<file path="src/rtl/core/zstd_frame_header_parser_defines.svh">
// ----------------------------------------------------------------------------
// zstd frame header parser assertion macros
// shared concurrent assertion forms for the header parser
// ----------------------------------------------------------------------------
`ifndef ZSTD_FRAME_HEADER_PARSER_DEFINES_SVH
`define ZSTD_FRAME_HEADER_PARSER_DEFINES_SVH

// same-cycle implication, disabled during reset
`define ZFHP_ASSERT_SAME(label, clk, rst_n, ante, cons) \
    label: assert property (@(posedge clk) disable iff (!rst_n) (ante) |-> (cons)) \
        else $error("zfhp same-cycle check failed");

// next-cycle implication, disabled during reset
`define ZFHP_ASSERT_NEXT(label, clk, rst_n, ante, cons) \
    label: assert property (@(posedge clk) disable iff (!rst_n) (ante) |=> (cons)) \
        else $error("zfhp next-cycle check failed");

`endif

</file>
<file path="src/rtl/core/zfhp_pkg.sv">
// ----------------------------------------------------------------------------
// zfhp_pkg
// types, constants and decode functions for the frame header parser
// ----------------------------------------------------------------------------
package zfhp_pkg;

    localparam logic [31:0] MAGIC_NORMAL    = 32'hFD2FB528;
    localparam logic [27:0] MAGIC_SKIP_HI   = 28'h184D2A5;
    localparam logic [5:0]  WINDOW_LOG_MIN  = 6'd10;
    localparam logic [63:0] SHORT_SIZE_BIAS = 64'd256;
    localparam logic [17:0] CAP_RESET       = 18'd131072;

    localparam logic [1:0] KIND_NORMAL = 2'd0;
    localparam logic [1:0] KIND_SKIP   = 2'd1;
    localparam logic [1:0] KIND_BAD    = 2'd2;

    typedef enum logic [6:0] {
        PH_IDLE     = 7'b0000001,
        PH_MAGIC    = 7'b0000010,
        PH_SKIPSIZE = 7'b0000100,
        PH_DESC     = 7'b0001000,
        PH_WIN      = 7'b0010000,
        PH_DICT     = 7'b0100000,
        PH_FCS      = 7'b1000000
    } phase_t;

    typedef struct packed {
        logic [1:0]  frame_kind;
        logic [63:0] window_size;
        logic [63:0] content_size;
        logic        content_size_present;
        logic [31:0] dictionary_id;
        logic        checksum_present;
        logic        single_segment;
        logic [17:0] block_max_size;
        logic [31:0] skip_length;
    } result_t;

    function automatic logic [3:0] dict_len(input logic [7:0] d);
        logic [3:0] len;
        case (d[1:0])
            2'd0:    len = 4'd0;
            2'd1:    len = 4'd1;
            2'd2:    len = 4'd2;
            default: len = 4'd4;
        endcase
        return len;
    endfunction

    function automatic logic [3:0] fcs_len(input logic [7:0] d);
        logic [3:0] len;
        case (d[7:6])
            2'd0:    len = d[5] ? 4'd1 : 4'd0;
            2'd1:    len = 4'd2;
            2'd2:    len = 4'd4;
            default: len = 4'd8;
        endcase
        return len;
    endfunction

    // base plus mantissa eighths of base; base is a power of two
    function automatic logic [63:0] window_decode(input logic [7:0] w);
        logic [5:0]  expo;
        logic [63:0] base;
        logic [63:0] frac;
        expo = {1'b0, w[7:3]};
        base = 64'd1 << (expo + WINDOW_LOG_MIN);
        frac = {61'd0, w[2:0]} << (expo + WINDOW_LOG_MIN - 6'd3);
        return base + frac;
    endfunction

endpackage

</file>
<file path="src/rtl/core/zfhp_parse_core.sv">
// ----------------------------------------------------------------------------
// zfhp_parse_core
// per-byte header state update and result decode
// ----------------------------------------------------------------------------
module zfhp_parse_core import zfhp_pkg::*;
(
    input  logic        clk,
    input  logic        rst_n,
    input  logic        cfg_we,
    input  logic [17:0] cfg_wdata,
    input  logic        byte_fire,
    input  logic [7:0]  data_byte,
    input  logic        frame_start,
    output logic        emit,
    output result_t     result
);

    phase_t      phase_reg, phase_next;
    logic [3:0]  cnt_reg, cnt_next;
    logic [31:0] magic_reg, magic_next;
    logic [7:0]  desc_reg, desc_next;
    logic [7:0]  win_reg, win_next;
    logic [31:0] dict_reg, dict_next;
    logic [63:0] size_reg, size_next;
    logic [17:0] cap_reg;

    phase_t      ph;
    logic [3:0]  cnt;
    logic [31:0] magic;
    logic [7:0]  desc;
    logic [7:0]  win;
    logic [31:0] dict;
    logic [63:0] size;
    logic        go_dict, go_fcs, go_emit;
    logic [3:0]  flen;
    logic [63:0] content;
    logic [63:0] window;

    always_comb
    begin
        ph    = frame_start ? PH_MAGIC : phase_reg;
        cnt   = frame_start ? 4'd0 : cnt_reg;
        magic = frame_start ? 32'd0 : magic_reg;
        desc  = frame_start ? 8'd0 : desc_reg;
        win   = frame_start ? 8'd0 : win_reg;
        dict  = frame_start ? 32'd0 : dict_reg;
        size  = frame_start ? 64'd0 : size_reg;

        phase_next = ph;
        cnt_next   = cnt;
        magic_next = magic;
        desc_next  = desc;
        win_next   = win;
        dict_next  = dict;
        size_next  = size;
        go_dict    = 1'b0;
        go_fcs     = 1'b0;
        go_emit    = 1'b0;
        emit       = 1'b0;
        result     = '0;

        case (ph)
            PH_MAGIC:
            begin
                magic_next = magic | ({24'd0, data_byte} << {cnt[1:0], 3'd0});
                cnt_next   = cnt + 4'd1;
                if (cnt_next >= 4'd4)
                begin
                    cnt_next = 4'd0;
                    if (magic_next == MAGIC_NORMAL)
                    begin
                        phase_next = PH_DESC;
                    end
                    else if (magic_next[31:4] == MAGIC_SKIP_HI)
                    begin
                        phase_next = PH_SKIPSIZE;
                    end
                    else
                    begin
                        phase_next        = PH_IDLE;
                        emit              = 1'b1;
                        result.frame_kind = KIND_BAD;
                    end
                end
            end
            PH_SKIPSIZE:
            begin
                dict_next = dict | ({24'd0, data_byte} << {cnt[1:0], 3'd0});
                cnt_next  = cnt + 4'd1;
                if (cnt_next >= 4'd4)
                begin
                    phase_next         = PH_IDLE;
                    emit               = 1'b1;
                    result.frame_kind  = KIND_SKIP;
                    result.skip_length = dict_next;
                end
            end
            PH_DESC:
            begin
                desc_next = data_byte;
                if (!data_byte[5])
                begin
                    phase_next = PH_WIN;
                end
                else
                begin
                    go_dict = 1'b1;
                end
            end
            PH_WIN:
            begin
                win_next = data_byte;
                go_dict  = 1'b1;
            end
            PH_DICT:
            begin
                dict_next = dict | ({24'd0, data_byte} << {cnt[1:0], 3'd0});
                cnt_next  = cnt + 4'd1;
                if (cnt_next >= dict_len(desc))
                begin
                    go_fcs = 1'b1;
                end
            end
            PH_FCS:
            begin
                size_next = size | ({56'd0, data_byte} << {cnt[2:0], 3'd0});
                cnt_next  = cnt + 4'd1;
                if (cnt_next >= fcs_len(desc))
                begin
                    go_emit = 1'b1;
                end
            end
            default:
            begin
                phase_next = PH_IDLE;
            end
        endcase

        if (go_dict)
        begin
            cnt_next = 4'd0;
            if (dict_len(desc_next) != 4'd0)
            begin
                phase_next = PH_DICT;
            end
            else
            begin
                go_fcs = 1'b1;
            end
        end

        if (go_fcs)
        begin
            cnt_next = 4'd0;
            if (fcs_len(desc_next) != 4'd0)
            begin
                phase_next = PH_FCS;
            end
            else
            begin
                go_emit = 1'b1;
            end
        end

        flen    = fcs_len(desc_next);
        content = 64'd0;
        if (flen != 4'd0)
        begin
            content = size_next + ((flen == 4'd2) ? SHORT_SIZE_BIAS : 64'd0);
        end
        window = desc_next[5] ? content : window_decode(win_next);

        if (go_emit)
        begin
            phase_next                  = PH_IDLE;
            emit                        = 1'b1;
            result.frame_kind           = KIND_NORMAL;
            result.window_size          = window;
            result.content_size         = content;
            result.content_size_present = (flen != 4'd0);
            result.dictionary_id        = dict_next;
            result.checksum_present     = desc_next[2];
            result.single_segment       = desc_next[5];
            result.block_max_size       = ((window[63:18] == 46'd0) && (window[17:0] < cap_reg))
                                          ? window[17:0] : cap_reg;
        end
    end

    always_ff @(posedge clk or negedge rst_n)
    begin
        if (!rst_n)
        begin
            phase_reg <= PH_IDLE;
            cnt_reg   <= 4'd0;
            magic_reg <= 32'd0;
            desc_reg  <= 8'd0;
            win_reg   <= 8'd0;
            dict_reg  <= 32'd0;
            size_reg  <= 64'd0;
        end
        else if (byte_fire)
        begin
            phase_reg <= phase_next;
            cnt_reg   <= cnt_next;
            magic_reg <= magic_next;
            desc_reg  <= desc_next;
            win_reg   <= win_next;
            dict_reg  <= dict_next;
            size_reg  <= size_next;
        end
    end

    always_ff @(posedge clk or negedge rst_n)
    begin
        if (!rst_n)
        begin
            cap_reg <= CAP_RESET;
        end
        else if (cfg_we)
        begin
            cap_reg <= cfg_wdata;
        end
    end

endmodule

</file>
<file path="src/rtl/core/zfhp_result_reg.sv">
// ----------------------------------------------------------------------------
// zfhp_result_reg
// output register holding one header result until transfer
// ----------------------------------------------------------------------------
module zfhp_result_reg import zfhp_pkg::*;
(
    input  logic    clk,
    input  logic    rst_n,
    input  logic    load,
    input  result_t result_in,
    output logic    slot_free,
    output logic    result_valid,
    input  logic    result_ready,
    output result_t result_out
);

    logic    valid_reg, valid_next;
    result_t data_reg;

    assign slot_free    = !valid_reg || result_ready;
    assign result_valid = valid_reg;
    assign result_out   = data_reg;

    always_comb
    begin
        valid_next = valid_reg;
        if (load)
        begin
            valid_next = 1'b1;
        end
        else if (result_ready)
        begin
            valid_next = 1'b0;
        end
    end

    always_ff @(posedge clk or negedge rst_n)
    begin
        if (!rst_n)
        begin
            valid_reg <= 1'b0;
        end
        else
        begin
            valid_reg <= valid_next;
        end
    end

    always_ff @(posedge clk)
    begin
        if (load)
        begin
            data_reg <= result_in;
        end
    end

endmodule

</file>
<file path="src/rtl/core/zstd_frame_header_parser.sv">
// output: a header result is registered and shown in the cycle after the transfer of its last header byte
// throughput: one byte per cycle while byte_ready is high, the state is updated once per accepted byte
// the byte channel stalls only while a finished result waits and result_ready is low
// reset: rst_n asynchronous active low, parser idle until the next frame start byte
// reset: block size cap returns to 131072, output register empty
// ----------------------------------------------------------------------------
// zstd_frame_header_parser
// frame header parser top level: magic check, descriptor and field decode
// ----------------------------------------------------------------------------
`include "zstd_frame_header_parser_defines.svh"

module zstd_frame_header_parser import zfhp_pkg::*;
(
    input  logic        clk,
    input  logic        rst_n,
    input  logic        cfg_we,
    input  logic [17:0] cfg_wdata,
    input  logic        byte_valid,
    output logic        byte_ready,
    input  logic [7:0]  data_byte,
    input  logic        frame_start,
    output logic        result_valid,
    input  logic        result_ready,
    output logic [1:0]  frame_kind,
    output logic [63:0] window_size,
    output logic [63:0] content_size,
    output logic        content_size_present,
    output logic [31:0] dictionary_id,
    output logic        checksum_present,
    output logic        single_segment,
    output logic [17:0] block_max_size,
    output logic [31:0] skip_length
);

    logic    byte_fire;
    logic    emit;
    result_t core_result;
    result_t out_result;

    assign byte_fire = byte_valid && byte_ready;

    zfhp_parse_core u_core
    (
        .clk         (clk),
        .rst_n       (rst_n),
        .cfg_we      (cfg_we),
        .cfg_wdata   (cfg_wdata),
        .byte_fire   (byte_fire),
        .data_byte   (data_byte),
        .frame_start (frame_start),
        .emit        (emit),
        .result      (core_result)
    );

    zfhp_result_reg u_result
    (
        .clk          (clk),
        .rst_n        (rst_n),
        .load         (byte_fire && emit),
        .result_in    (core_result),
        .slot_free    (byte_ready),
        .result_valid (result_valid),
        .result_ready (result_ready),
        .result_out   (out_result)
    );

    assign frame_kind           = out_result.frame_kind;
    assign window_size          = out_result.window_size;
    assign content_size         = out_result.content_size;
    assign content_size_present = out_result.content_size_present;
    assign dictionary_id        = out_result.dictionary_id;
    assign checksum_present     = out_result.checksum_present;
    assign single_segment       = out_result.single_segment;
    assign block_max_size       = out_result.block_max_size;
    assign skip_length          = out_result.skip_length;

    `ZFHP_ASSERT_SAME(a_non_normal_zero, clk, rst_n,
        result_valid && (frame_kind != KIND_NORMAL),
        (window_size == 64'd0) && (content_size == 64'd0) && (dictionary_id == 32'd0))
    `ZFHP_ASSERT_SAME(a_single_seg_window, clk, rst_n,
        result_valid && (frame_kind == KIND_NORMAL) && single_segment,
        window_size == content_size)
    `ZFHP_ASSERT_SAME(a_rise_after_transfer, clk, rst_n,
        $rose(result_valid),
        $past(byte_valid && byte_ready))

endmodule

</file>
<file path="config.mk">
export PLATFORM = sky130hd
export DESIGN_NAME = zstd_frame_header_parser
export DESIGN_NICKNAME = d
export VERILOG_FILES = /design/src/rtl/core/zfhp_pkg.sv /design/src/rtl/core/zfhp_parse_core.sv /design/src/rtl/core/zfhp_result_reg.sv /design/src/rtl/core/zstd_frame_header_parser.sv
export VERILOG_INCLUDE_DIRS = /design/src /design/src/rtl/core
export SDC_FILE = /design/constraint.sdc
export NUM_CORES = 1
export LEC_CHECK = 0
export BUFFER_PORTS_ARGS = -buffer_cell sky130_fd_sc_hd__buf_4
export CAP_MARGIN = 20
export CORE_ASPECT_RATIO = 0.6
export CORE_MARGIN = 2
export CORE_UTILIZATION = 38
export DETAILED_ROUTE_END_ITERATION = 10
export HOLD_SLACK_MARGIN = 0.05
export SLEW_MARGIN = 20
export SYNTH_ARGS = -nofsm -noshare
export SYNTH_HDL_FRONTEND = slang
export SYNTH_SLANG_ARGS = --single-unit
</file>
<file path="constraint.sdc">
create_clock -name clk -period 12.8 [get_ports clk]
set_clock_uncertainty 0.15 [all_clocks]
set_input_delay 2.56 -clock clk [delete_from_list [all_inputs] [get_ports clk]]
set_output_delay 2.56 -clock clk [all_outputs]
set_load 0.03 [all_outputs]
</file>
* Word-level counts from Yosys, hierarchy flattened *
Index checks and enable logic that the tools add are counted.

word-level totals
  register bits = 387
  input port bits = 32
  word-level logic and storage cells = 133

cells by class
  $add $sub $neg = 5
  $lt $le $gt $ge = 4
  equal/unequal tests = 17
  shift operators = 4
  multiplexer cells = 64
  bitwise operators = 3
  reductions and logical operators = 18

operator list
  operator                                               number
  2-to-1 mux 64 bit                                      4
  adder 64 bit                                           2
  2-to-1 mux 32 bit                                      4
  2-to-1 mux 7 bit                                       10
  bitwise OR 32 bit                                      2
  bitwise OR 64 bit                                      1
  << shifter 1 x 6 -> 64 bit, first input constant       1
  << shifter 3 x 6 -> 64 bit                             1
  << shifter 8 x 6 -> 64 bit                             1
  zero test 46 bit                                       1
  equality test 32 bit, second input constant            1
  2-to-1 mux 4 bit                                       8
  2-to-1 mux 8 bit                                       4
  << shifter 8 x 5 -> 32 bit                             1
  equality test 28 x 25 -> 1 bit, second input constant  1
  one-hot mux 7 bit (4 select lines)                     1
  one-hot mux 4 bit (3 select lines)                     2
  2-to-1 mux 1 bit                                       19
  less-than comparator 18 bit                            1
  2-to-1 mux 18 bit                                      1
  one-hot mux 3 bit (3 select lines)                     2
  nonzero test 4 bit                                     3
  2-to-1 mux 9 bit                                       1
  equality test 2 x 1 -> 1 bit, second input constant    4
  26 further kinds                                       39

* Depth between registers and ports, before layout *
  depth in word-level cells = 16
  depth in mapped cells = 45
  depth with buffers taken out = 35

* By module *
A second synthesis with hierarchy kept.

second synthesis, totals
  cell total of the unflattened synthesis = 2951
  area, all modules = 25478.2 um^2

modules (own cells, without submodules)
  module                    instances  cells each  area each (um^2)
  zfhp_parse_core           1          2731        18961.9
  zfhp_result_reg           1          218         6503.7
  zstd_frame_header_parser  1          2           12.5

* Worst setup path after synthesis *
Ideal clock, no wire load.

  path type = input-to-reg
  from = input frame_start
  to = register u_result.data_reg (netlist bit u_result.result_out[0]) (enable)
  arrival time = 16.556 ns
  data required time = 11.788 ns
  path slack = -4.768 ns
  cell stages on the path = 22
  buffers on the path = 12
  cells stage by stage = buf_6 > buf_2 > clkinv_1 > buf_2 > buf_2 > buf_2 > buf_1 > clkbuf_1 > clkbuf_1 > clkbuf_1 > clkbuf_1 > buf_1 > nand3_1 > ha_1 > a21oi_1 > nor2b_1 > o31ai_1 > o21ai_0 > a31oi_1 > o21a_1 > clkbuf_1 > a21oi_1

between the ends
  longest elaborated chain between the ends = 12
  elaborated cells between the ends (all ways) = 59

RTL lines
  item                                                                              RTL line                                        text
  from (decl)                                                                       zstd_frame_header_parser.sv:21                  input logic frame_start,
  2-to-1 mux 8 bit / 2-to-1 mux 7 bit (equally long branches)                       zfhp_parse_core.sv:44, zfhp_parse_core.sv:41
  equality test 2 bit, or another cell as far along                                 zfhp_pkg.sv:41                                  case (d[1:0])
  one-hot mux 3 bit (3 select lines) / 2-to-1 mux 8 bit (equally long branches)     zfhp_pkg.sv:41, zfhp_parse_core.sv:62
  2-to-1 mux 4 bit, or another cell as far along                                    zfhp_parse_core.sv:62                           case (ph)
  >= comparator 4 bit / one-hot mux 3 bit (3 select lines) (equally long branches)  zfhp_parse_core.sv:119, zfhp_pkg.sv:41
  2-to-1 mux 1 bit / 2-to-1 mux 4 bit (equally long branches)                       zfhp_parse_core.sv:119, zfhp_parse_core.sv:139
  2-to-1 mux 1 bit / nonzero test 4 bit (equally long branches)                     zfhp_parse_core.sv:62, zfhp_parse_core.sv:142
  2-to-1 mux 1 bit                                                                  zfhp_parse_core.sv:142                          if (dict_len(desc_next) != 4'd0)
  2-to-1 mux 1 bit                                                                  zfhp_parse_core.sv:139                          if (go_dict)
  2-to-1 mux 1 bit                                                                  zfhp_parse_core.sv:152                          if (go_fcs)
  2-to-1 mux 1 bit *                                                                zfhp_parse_core.sv:173                          if (go_emit)
  logical AND 1 bit *                                                               zstd_frame_header_parser.sv:59                  .load (byte_fire && emit),
  named net u_result.load                                                           zfhp_result_reg.sv:9                            input logic load,
  to (signal assigned)                                                              zfhp_result_reg.sv:53                           data_reg <= result_in;
  to (decl)                                                                         zfhp_result_reg.sv:18                           result_t data_reg;

Mark *: on every way through the listed nets, which the timed path passes. The rest lies on a longest branch. The select of a mux whose other input is x is not followed.
A chain may end at the register's enable or synchronous reset.

* Final worst setup path *
  from = input frame_start
  to = register u_result.data_reg (netlist bit u_result.result_out[44]), data pin

between the ends
  elaborated cells between the ends (all ways) = 65

RTL lines
  item                           RTL line                        text
  2-to-1 mux 7 bit               zfhp_parse_core.sv:41           ph = frame_start ? PH_MAGIC : phase_reg;
  equality test 7 x 5 -> 1 bit   zfhp_parse_core.sv:62
  2-to-1 mux 8 bit *             zfhp_parse_core.sv:62
  named net u_core.win_next[4]   zfhp_parse_core.sv:22           logic [7:0] win_reg, win_next;
  adder 5 x 4 -> 6 bit *         zfhp_pkg.sv:67, zfhp_pkg.sv:68
  subtractor 6 x 2 -> 6 bit      zfhp_pkg.sv:68                  frac = {61'd0, w[2:0]} << (expo + WINDOW_LOG_MIN - 6'd3);
  << shifter 3 x 6 -> 64 bit     zfhp_pkg.sv:68
  adder 64 bit *                 zfhp_pkg.sv:69                  return base + frac;
  2-to-1 mux 64 bit *            zfhp_parse_core.sv:171          window = desc_next[5] ? content : window_decode(win_next);
  named net u_core.window[14]    zfhp_parse_core.sv:37           logic [63:0] window;
  less-than comparator 18 bit *  zfhp_parse_core.sv:184          result.block_max_size = ((window[63:18] == 46'd0) && (window[17:0] < cap_reg))
  logical AND 1 bit *            zfhp_parse_core.sv:184
  2-to-1 mux 18 bit *            zfhp_parse_core.sv:185          ? window[17:0] : cap_reg;

Marked as above.

==> results.txt <==
The flow ran to the end, and the final reports show no timing, DRC or antenna violations. STA classifies the critical path startpoint as an input pin. The width of the chip is ~330 µm. Following the worst setup path forward leads to its endpoint at u_result.result_out[44].

The total net switching power came out at 686 µW. The largest individual stage delay along the critical path comes from the cell sky130_fd_sc_hd__nor4_2. The leakage component of the power came out at around 11 nW. The total area of multi-input combinational cells came out at 0.0130 mm². The clock insertion delay at the later pin of the skew report came out at 580 ps. Counting every instance in the synthesized netlist gives 2767.

The count of pins over their slew limit came out at 0. The detailed router's first-iteration violation count is roughly 2700. Wires add up to around 100000 µm. For this configuration, the core starts out at a cell density of about two fifths.

The initial antenna violation count was 4. The footprint of the flip-flops and latches came out at 0.0108 mm². Port buffering added 248 buffers. The count of standard-cell rows came out at 72. The aggregate global-route resource usage is about 29%. In this run the worst path has a maximum fanout of 32. Measured against its own limit, the worst slew margin works out to 23.4%. Sequential cells account for 49.4% of the total power. The count of TritonRoute iterations in the first routing pass is 7.

The most critical setup path has its startpoint at frame_start. The top-level I/O count is between 200 and 250. The worst hold path belongs to the class flop to flop. The total standard cell area after synthesis came out at ~0.025 mm². The flip-flop count of the largest register, all copies and words added is around 220. The HPWL after detailed placement came out at around 74000 µm. The largest net degree at the start of global routing is 86. The number of remaining DRC errors is 0. The portion of the clock cycle consumed by the worst path in the final layout is between 90% and 100%. The clock network accounts for a little over two fifths of the total power. The maximum count of clock buffers along a single path is 3. After clock tree synthesis, the repair step resized 0 gates.

The worst stage delay on the critical path is 570 ps. Setup violations remaining at the end of the flow were counted as 0. The post-route netlist has about 15% of its cells at a drive strength greater than 1.

In the synthesized netlist the dominant register cell turns out to be sky130_fd_sc_hd__edfxtp_1. Summing the areas of all compound-gate instances in the mapped netlist gives a little under a fifth of the synthesized area. The share of flip-flops with an asynchronous set or reset is ~44%. The areal power density over the cells came out at about 95 mW/mm². In this run the vertical extent of the chip is around 200 µm. The actual transition at the worst max-transition pin is around 1100 ps. The sequential share of the synthesized area came out at 43.6%.

The number of nets in the layout came out at between 3000 and 4000. The multiplexer share of the synthesized area is less than 1%. Buffers added to address setup during post-CTS repair amount to 0. The share of total power consumed by net switching came out at between 20% and 30%. The number of global-route vias before repair is around 22000. For this run, the number of Yosys warnings is 0. The worst register-to-register path ends at u_result.result_out[44]. The total grt overflow came out at 0. The average cell area after synthesis came out at a little under 9 µm². The upper clock frequency limit came out at 83.8 MHz. The number of antenna-violating nets in the routed design is 0. The share of the synthesized netlist area taken by xor and xnor gates is ~4.3%. The count of final hold-check violations is 0.

The clock transition time at the flip-flop clock pins of the worst setup and hold paths is about 70 ps. The worst-case register-to-register setup slack is roughly 2500 ps. Yosys mapped the design onto between 100 and 150 distinct sky130hd cell types. 0 antenna diodes ended up in the layout. The combinational cell fraction of total power came out at under 10%.

The via count of the routed design is between 20000 and 25000. The number of clock sinks seen by CTS came out at approximately 390. Compared with the post-synthesis result, the final layout area differs by 15.5%. Across the run, the number of max-cap violations was 0. The detail-routed net length per standard cell is ~26 µm. The signal arrival time at the worst endpoint is approximately 12000 ps.

Setup repair after global routing left no endpoint under its margin. The clock tree root driver cell is sky130_fd_sc_hd__clkbuf_16. The internal power came out at 2.03 mW. The combinational family with the most area after synthesis is simple AND/OR/NAND/NOR gates.

The number of enable-type register cells in the synthesized netlist came out at between 200 and 250. The final weighted congestion of routability-driven global placement is around 1. The adder-cell share of the synthesized area came out at approximately 5.0%. The highest ir drop seen on vdd is slightly above 80 µV. The critical path capture point type is a flop. For the worst setup path, the data required time is about 13000 ps. The total CTS buffers is between 40 and 50. The core area came out at roughly 0.064 mm².

The simple-gate share of the synthesized area is 23.0%. The first-pass GRT wire length is approximately 140000 µm. The worst flop-to-flop path startpoint is u_core.phase_reg[1]. The number of buffers inserted by hold repair at cts is 0. The total of flip-flops plus latches after synthesis came out at 387.

The level count of the clock H-tree came out at 2. The fraction of the core area covered by cells at the end of the flow came out at 44.3%. The critical path start-end classification is input pin to flop.

The floorplan step defined a die boundary enclosing 0.0671 mm². The filler cell count came out at approximately 6300. For the finished layout, the period the worst path requires is around 12000 ps. The TritonCTS clock tree is done. The via density per instance is between 6 and 7. After routing, the total negative slack on setup checks comes to 0 ps. The number of cells traversed by the worst register-to-register path came out at 35.
cell families (layout without fill, tap and decap cells):
logic type,Yosys count,in the layout
buffers and inverters,248,429
xor gates and xnor gates,120,120
muxes,20,20
and+or+nand+nor,1152,1152
AOI/OAI and AO/OA,740,740
other,1,7
adders and majority gates,99,99
DFF,387,387
routing by layer:
layer / wire (µm) / track usage [%] / vias up
met4: 2660 / 7.61 / 6
met2: 36700 / 36.5 / 1298
met3: 13100 / 11.0 / 160
met5: 40 / 0 / -
li1: - / - / 10300
met1: 45900 / 43.8 / 11300
power by group through the flow:
stage               clock (mW)  sequential, mW  combinational [mW]
finish                    1.17            1.34               0.209
global route              1.23            1.34               0.224
CTS                       1.19            1.34               0.204
detailed placement           0            1.37               0.203
global placement             0            1.36               0.200
floorplan                    0            1.37               0.109
synthesized netlist by cell type, types with 9 or more instances:
master                        n  area (µm²)
sky130_fd_sc_hd__nand2_1    385        1450
sky130_fd_sc_hd__nor2_1     345        1290
sky130_fd_sc_hd__o21ai_0    228        1140
sky130_fd_sc_hd__a21oi_1    227        1140
sky130_fd_sc_hd__edfxtp_1   215        6460
sky130_fd_sc_hd__dfrtp_1    170        4250
sky130_fd_sc_hd__clkbuf_1   153         574
sky130_fd_sc_hd__ha_1        98        1230
sky130_fd_sc_hd__nand3_1     71         355
sky130_fd_sc_hd__xnor2_1     70         613
sky130_fd_sc_hd__nand4_1     65         407
sky130_fd_sc_hd__inv_1       55         206
sky130_fd_sc_hd__and2_1      51         319
sky130_fd_sc_hd__xor2_1      49         429
sky130_fd_sc_hd__nor3_1      40         200
sky130_fd_sc_hd__a21o_1      36         270
sky130_fd_sc_hd__nand2b_1    31         194
sky130_fd_sc_hd__a22o_1      27         236
sky130_fd_sc_hd__a31oi_1     25         156
sky130_fd_sc_hd__and3_1      22         138
sky130_fd_sc_hd__nor2b_1     18         113
sky130_fd_sc_hd__o2bb2ai_1   17         149
sky130_fd_sc_hd__buf_2       16        80.1
sky130_fd_sc_hd__o21a_1      16         120
sky130_fd_sc_hd__nor4_1      15        93.8
sky130_fd_sc_hd__mux2i_1     14         140
sky130_fd_sc_hd__or3_1       14        87.6
sky130_fd_sc_hd__o31ai_1     13        97.6
sky130_fd_sc_hd__o21bai_1    12        90.1
sky130_fd_sc_hd__a32oi_1     11        96.3
sky130_fd_sc_hd__buf_1       11        41.3
sky130_fd_sc_hd__a211oi_2    10         125
sky130_fd_sc_hd__buf_6       10         113
sky130_fd_sc_hd__a211oi_1     9        67.6
sky130_fd_sc_hd__nor4b_1      9        78.8
sky130_fd_sc_hd__o221ai_1     9        78.8
worst min path at each step:
| stage | from | to | cells after the start |
|---|---|---|---|
| 6_report | u_core.dict_reg[25] | u_core.dict_reg[25] | 2 |
| 2_1_floorplan | u_core.magic_reg[26] | u_core.magic_reg[26] | 2 |
| 3_3_place_gp | u_core.magic_reg[27] | u_core.magic_reg[27] | 2 |
| 4_1_cts | u_core.magic_reg[7] | u_core.magic_reg[7] | 2 |
| 3_5_place_dp | u_core.magic_reg[26] | u_core.magic_reg[26] | 2 |
| 5_1_grt | u_core.dict_reg[20] | u_core.dict_reg[20] | 2 |
worst max-delay path, delay by kind of cell:
family,cells,cell delay (ps)
compound gates,7,2150
xor+xnor,3,1090
fa+ha+maj,4,1220
buf+inv,5,890
mux,1,320
simple gates,16,3830
metrics by stage:
step / instances / total power, mW / setup WS [ps] / hold WS, ps / instance area, µm²
detailed placement: 3730 / 1.57 / 403 / 318 / 27200
CTS: 3805 / 2.73 / 997 / 332 / 28500
finish: 3805 / 2.72 / 873 / 327 / 28500
global placement: 3730 / 1.56 / 707 / 302 / 27200
global route: 3805 / 2.80 / 60.6 / 355 / 28500
floorplan: 2773 / 1.48 / 1830 / 291 / 24700
final cells by class:
class                   instances  area share, %
well taps                     851           3.74
flip-flops and latches        387           37.8
multi-input cells            2138           45.5
repair buffers                298           7.86
clock inverters                13          0.356
clock buffers                  62           4.06
inverters                      56          0.738
cells in the final DEF, fill, tap and decap left out, types with 10 or more instances in the layout:
cell	count
sky130_fd_sc_hd__clkbuf_1	18
sky130_fd_sc_hd__nor3_1	39
sky130_fd_sc_hd__edfxtp_1	215
sky130_fd_sc_hd__nor2_1	345
sky130_fd_sc_hd__a31oi_1	25
sky130_fd_sc_hd__o21ai_0	228
sky130_fd_sc_hd__dfrtp_1	170
sky130_fd_sc_hd__or3_1	14
sky130_fd_sc_hd__nor4_1	15
sky130_fd_sc_hd__a22o_1	27
sky130_fd_sc_hd__xnor2_1	70
sky130_fd_sc_hd__nand2b_1	31
sky130_fd_sc_hd__inv_1	55
sky130_fd_sc_hd__nand4_1	65
sky130_fd_sc_hd__a211oi_2	10
sky130_fd_sc_hd__and2_1	51
sky130_fd_sc_hd__a32oi_1	11
sky130_fd_sc_hd__nor2b_1	18
sky130_fd_sc_hd__xor2_1	49
sky130_fd_sc_hd__o31ai_1	12
sky130_fd_sc_hd__a21oi_1	226
sky130_fd_sc_hd__a21o_1	36
sky130_fd_sc_hd__buf_4	297
sky130_fd_sc_hd__o21bai_1	12
sky130_fd_sc_hd__and3_1	22
sky130_fd_sc_hd__o2bb2ai_1	17
sky130_fd_sc_hd__ha_1	98
sky130_fd_sc_hd__nand3_1	71
sky130_fd_sc_hd__nand2_1	381
sky130_fd_sc_hd__o21a_1	15
sky130_fd_sc_hd__clkbuf_16	43
sky130_fd_sc_hd__mux2i_1	14
(Power assumes the default switching activity.)
